### src/lz77_flagged_token_decoder_defines.svh
// Assertion macros shared by the LZ77 token decoder RTL.
// Included by the files that carry concurrent checks; no other dependencies.
`ifndef LZ77_FLAGGED_TOKEN_DECODER_DEFINES_SVH
`define LZ77_FLAGGED_TOKEN_DECODER_DEFINES_SVH
`ifndef SYNTH
`define LZFD_ASSERT_IMPL(label, clk, rst, ante, cons, msg) \
   label: assert property (@(posedge clk) disable iff (rst) (ante) |-> (cons)) else $error(msg);
`define LZFD_ASSERT_ALWAYS(label, clk, rst, cond, msg) \
   label: assert property (@(posedge clk) disable iff (rst) (cond)) else $error(msg);
`else
`define LZFD_ASSERT_IMPL(label, clk, rst, ante, cons, msg)
`define LZFD_ASSERT_ALWAYS(label, clk, rst, cond, msg)
`endif
`endif

### src/lzfd_pkg.sv
// Package for the LZ77 flagged token decoder: payload structs, FSM states,
// controller/datapath command and status bundles. No dependencies.
`timescale 1ns / 1ps
`default_nettype none
package lzfd_pkg;

   localparam int WINDOW_DEPTH_DEF = 65536;
   localparam int BEAT_BYTES       = 4;
   localparam int BYTE_W           = 8;
   localparam int DIST_W           = 16;
   localparam int LEN_W            = 8;
   localparam int CMP_W            = DIST_W + 1;
   localparam int KW               = $clog2(BEAT_BYTES);
   localparam int BCNT_W           = $clog2(BEAT_BYTES + 1);

   typedef struct packed {
      logic              is_match;
      logic [BYTE_W-1:0] literal;
      logic [DIST_W-1:0] distance;
      logic [LEN_W-1:0]  match_length;
   } req_type;

   typedef struct packed {
      logic [BYTE_W-1:0] byte0;
      logic [BYTE_W-1:0] byte1;
      logic [BYTE_W-1:0] byte2;
      logic [BYTE_W-1:0] byte3;
      logic [BCNT_W-1:0] byte_count;
      logic              last_beat;
      logic              bad_distance;
   } rsp_type;

   typedef enum logic {
      ST_IDLE,
      ST_COPY
   } state_type;

   typedef struct packed {
      logic load_lit;
      logic load_err;
      logic start;
      logic issue;
      logic consume;
      logic flush;
   } cmd_type;

   typedef struct packed {
      logic tok_lit;
      logic dist_zero;
      logic dist_bad;
      logic count_zero;
      logic out_free;
      logic pend;
      logic left_zero;
      logic beat_last;
   } sts_type;

endpackage
`default_nettype wire

### src/lzfd_ctrl.sv
// Token sequencer for the LZ77 decoder: accepts tokens and paces the copy.
// Depends on lzfd_pkg.
`timescale 1ns / 1ps
`default_nettype none
module lzfd_ctrl (
   input  logic              clock,
   input  logic              reset,
   input  logic              req_valid,
   output logic              req_stall,
   input  lzfd_pkg::sts_type sts_i,
   output lzfd_pkg::cmd_type cmd_o
);
   import lzfd_pkg::*;

   state_type state_ff;
   state_type state_in;

   always_ff @(posedge clock) begin
      if (reset) begin
         state_ff <= ST_IDLE;
      end else begin
         state_ff <= state_in;
      end
   end

   always_comb begin
      state_in  = state_ff;
      cmd_o     = '0;
      req_stall = 1'b1;
      case (state_ff)
         ST_IDLE: begin
            req_stall = !sts_i.out_free;
            if (req_valid && sts_i.out_free) begin
               if (sts_i.tok_lit) begin
                  cmd_o.load_lit = 1'b1;
               end else if (!sts_i.dist_zero) begin
                  if (sts_i.dist_bad) begin
                     cmd_o.load_err = 1'b1;
                  end else if (!sts_i.count_zero) begin
                     cmd_o.start = 1'b1;
                     state_in    = ST_COPY;
                  end
               end
            end
         end
         ST_COPY: begin
            cmd_o.consume = sts_i.pend &&
                            ((!sts_i.beat_last && !sts_i.left_zero) || sts_i.out_free);
            cmd_o.flush   = cmd_o.consume && (sts_i.beat_last || sts_i.left_zero);
            cmd_o.issue   = !sts_i.left_zero && (!sts_i.pend || cmd_o.consume);
            if (cmd_o.consume && sts_i.left_zero) begin
               state_in = ST_IDLE;
            end
         end
         default: begin
            state_in = ST_IDLE;
         end
      endcase
   end

endmodule
`default_nettype wire

### config.mk
export PLATFORM = sky130hd
export DESIGN_NAME = lzfd_ctrl
export DESIGN_NICKNAME = d
export VERILOG_FILES = /design/src/lz77_flagged_token_decoder_defines.svh /design/src/lzfd_pkg.sv /design/src/lzfd_ctrl.sv
export SDC_FILE = /design/constraint.sdc
export NUM_CORES = 1
export LEC_CHECK = 0
export BUFFER_PORTS_ARGS = -buffer_cell sky130_fd_sc_hd__buf_2
export CAP_MARGIN = 20
export CORE_AREA = 2 2 39 41
export CTS_BUF_LIST = sky130_fd_sc_hd__clkbuf_8
export CTS_CLUSTER_SIZE = 24
export DETAILED_ROUTE_END_ITERATION = 7
export DIE_AREA = 0 0 41 43
export HOLD_SLACK_MARGIN = 0.05
export PLACE_DENSITY = 0.32
export SYNTH_ARGS = -nofsm -noshare
export SYNTH_HDL_FRONTEND = slang
export SYNTH_SLANG_ARGS = --single-unit
### constraint.sdc
create_clock -name clock -period 1 [get_ports clock]
set_clock_uncertainty 0.15 [all_clocks]
set_input_delay 0.15 -clock clock [delete_from_list [all_inputs] [get_ports clock]]
set_output_delay 0.15 -clock clock [all_outputs]
set_load 0.02 [all_outputs]
==> metrics.txt <==
outcome finished with violations; failing checks negative setup slack; DP Area roughly 300 sq um; vias between 200 and 250; Biggest register state_ff; Net Count, Synth 29; global route total overflow 0; Pre-antenna DRT Iters 1; share of cells above drive strength 1 0.762; final worst path period share 1.24; PwrDens around 370 nW/um^2; measured slew at the worst slew-check pin 0.238 ns; Hold Buf Count CTS 0; GP Congestion around 0.6; DRC Markers 0; Yosys top cell by area dfxtp_1; YS warnings 0; Die Wd a little over 40 um; max FFs per register 1; startpoint types register; die area between 1500 and 2000 sq um; cell depth of the worst hold path 2; fin cells between 50 and 60; Hold Vio Cnt, Final 0; initial antenna violation count 0; Req. time, crit path 0.70 ns; Max transition margin 0.840; antenna viol nets, final 0; top cells by area, synth dfxtp_1 (16%), nor2_1 (9.3%), o211a_1 (8.2%); synth-to-layout area growth 187%; Clk Latency, worst-skew pair 0 ns; post-route design area 348 sq um; #FFs+latches synth 1; first-pass GRT wire length 779 um; Critical Path Fanout Max 3; vias per cell 3.69; Initial Util 0.0877; WL final between 500 and 600 um; crit path kind reg -> out; I/O pin count 18; share of the synthesized area in the top cell type 0.165; final net count 55; Leak Pwr between 0.15 and 0.2 nW; syn_area_per_cell approximately 6.7 sq um; slack of the critical path -0.240 ns; GRT Overall Usage 0.0610; most frequent cells in the layout buf_2 (11), buf_4 (9), buf_6 (4), nor2_1 (2), nand2_1 (2); Rows 14; clk slew on worst S/H paths 0 ns; register area share after synthesis 0.165; Setup TNS -1.23 ns; vias in the first global route 206; worst vdd ir about 0.00013 V; Hold Path Class in -> reg; largest net degree at the start of global routing 6; endpoints failing setup 8; Cell Area, Synth 121 sq um; Tmin final 1.24 ns; DR WL/cell roughly 9.4 um; max cap viols 0; core box area around 1400 sq um; Ant. Diodes 0; RSZ-0062 raised after global routing yes; number of max-slew violations in the final report 0; Final Hold Slack roughly 0.16 ns; CP endpoint kind output port; Top Registers state_ff x1; CP Data Arrival Time about 0.94 ns; initial drt markers 0; Port Buffer Count 17; Cells after Synth 18; Die H approximately 43 um; placed cells 57; synth unique cells 14; commonest non-fill, non-tap cell in the layout buf_2; Reg2Reg Depth 4; fmax between 0.8 and 0.9 GHz
power by group:
group | switching [W] | internal (W)
sequential | 0.000000181 | 0.0000412
combinational | 0.0000399 | 0.0000461
clock | 0 | 0
total | 0.0000401 | 0.0000874
synthesized netlist by cell type (all sizes together):
| cell | count |
|---|---|
| or2b | 1 |
| nor3b | 1 |
| nor2b | 1 |
| nor2 | 3 |
| nor4b | 1 |
| nand3b | 1 |
| a21oi | 1 |
| inv | 2 |
| nand3 | 1 |
| dfxtp | 1 |
| o211a | 1 |
| nand2b | 1 |
| nor4 | 1 |
| nand2 | 2 |
repair_timing:
item                                    in CTS  in global routing
setup buffers                                1                  0
resized for setup                           12                  1
endpoints found under the setup margin       8                  8
pin swaps                                    1                  0
metrics by stage:
stage / setup WS, ns / util / total power, W
2_1_floorplan: -0.186 / - / 0.0000675
3_3_place_gp: -0.225 / 0.218 / 0.000115
3_5_place_dp: -0.265 / 0.218 / 0.000118
4_1_cts: -0.240 / 0.250 / 0.000128
5_1_grt: -0.299 / 0.251 / 0.000135
6_report: -0.240 / 0.251 / 0.000127
critical path, cell delays in order (launching register included):
cell and delay, ns:
dfxtp_2 0.29, nand3b_1 0.21, nor4b_4 0.25, buf_4 0.18
area by class of cell:
class | instances | area [sq um]
multi-input combinational | 15 | 131
tap | 16 | 20.0
fill | 157 | 1040
timing repair buffer | 24 | 168
inverter | 2 | 7.51
sequential | 1 | 21.3
final timing paths:
kind / start / to / slack (ns)
setup / recovery: state_ff / cmd_o[4] / -0.24
hold / removal: reset / state_ff / 0.16
setup reg to reg: state_ff / state_ff / -0.19
hold reg to reg: state_ff / state_ff / 0.55
kinds of logic after synthesis:
logic type	after synthesis	share of synthesized area
simple gates	13	0.619
compound gates	2	0.155
buf+inv	2	0.0619
flops	1	0.165
metal layers:
| layer | GRT usage | vias up | part of all wire |
|---|---|---|---|
| met1 | 0.0603 | 86 | 0.39 |
| met5 | 0 | - | 0 |
| met4 | 0 | 0 | 0 |
| met3 | 0.0105 | 0 | 0.16 |
| li1 | - | 110 | - |
| met2 | 0.125 | 18 | 0.45 |
No activity file was read; power rests on OpenSTA's default activity.
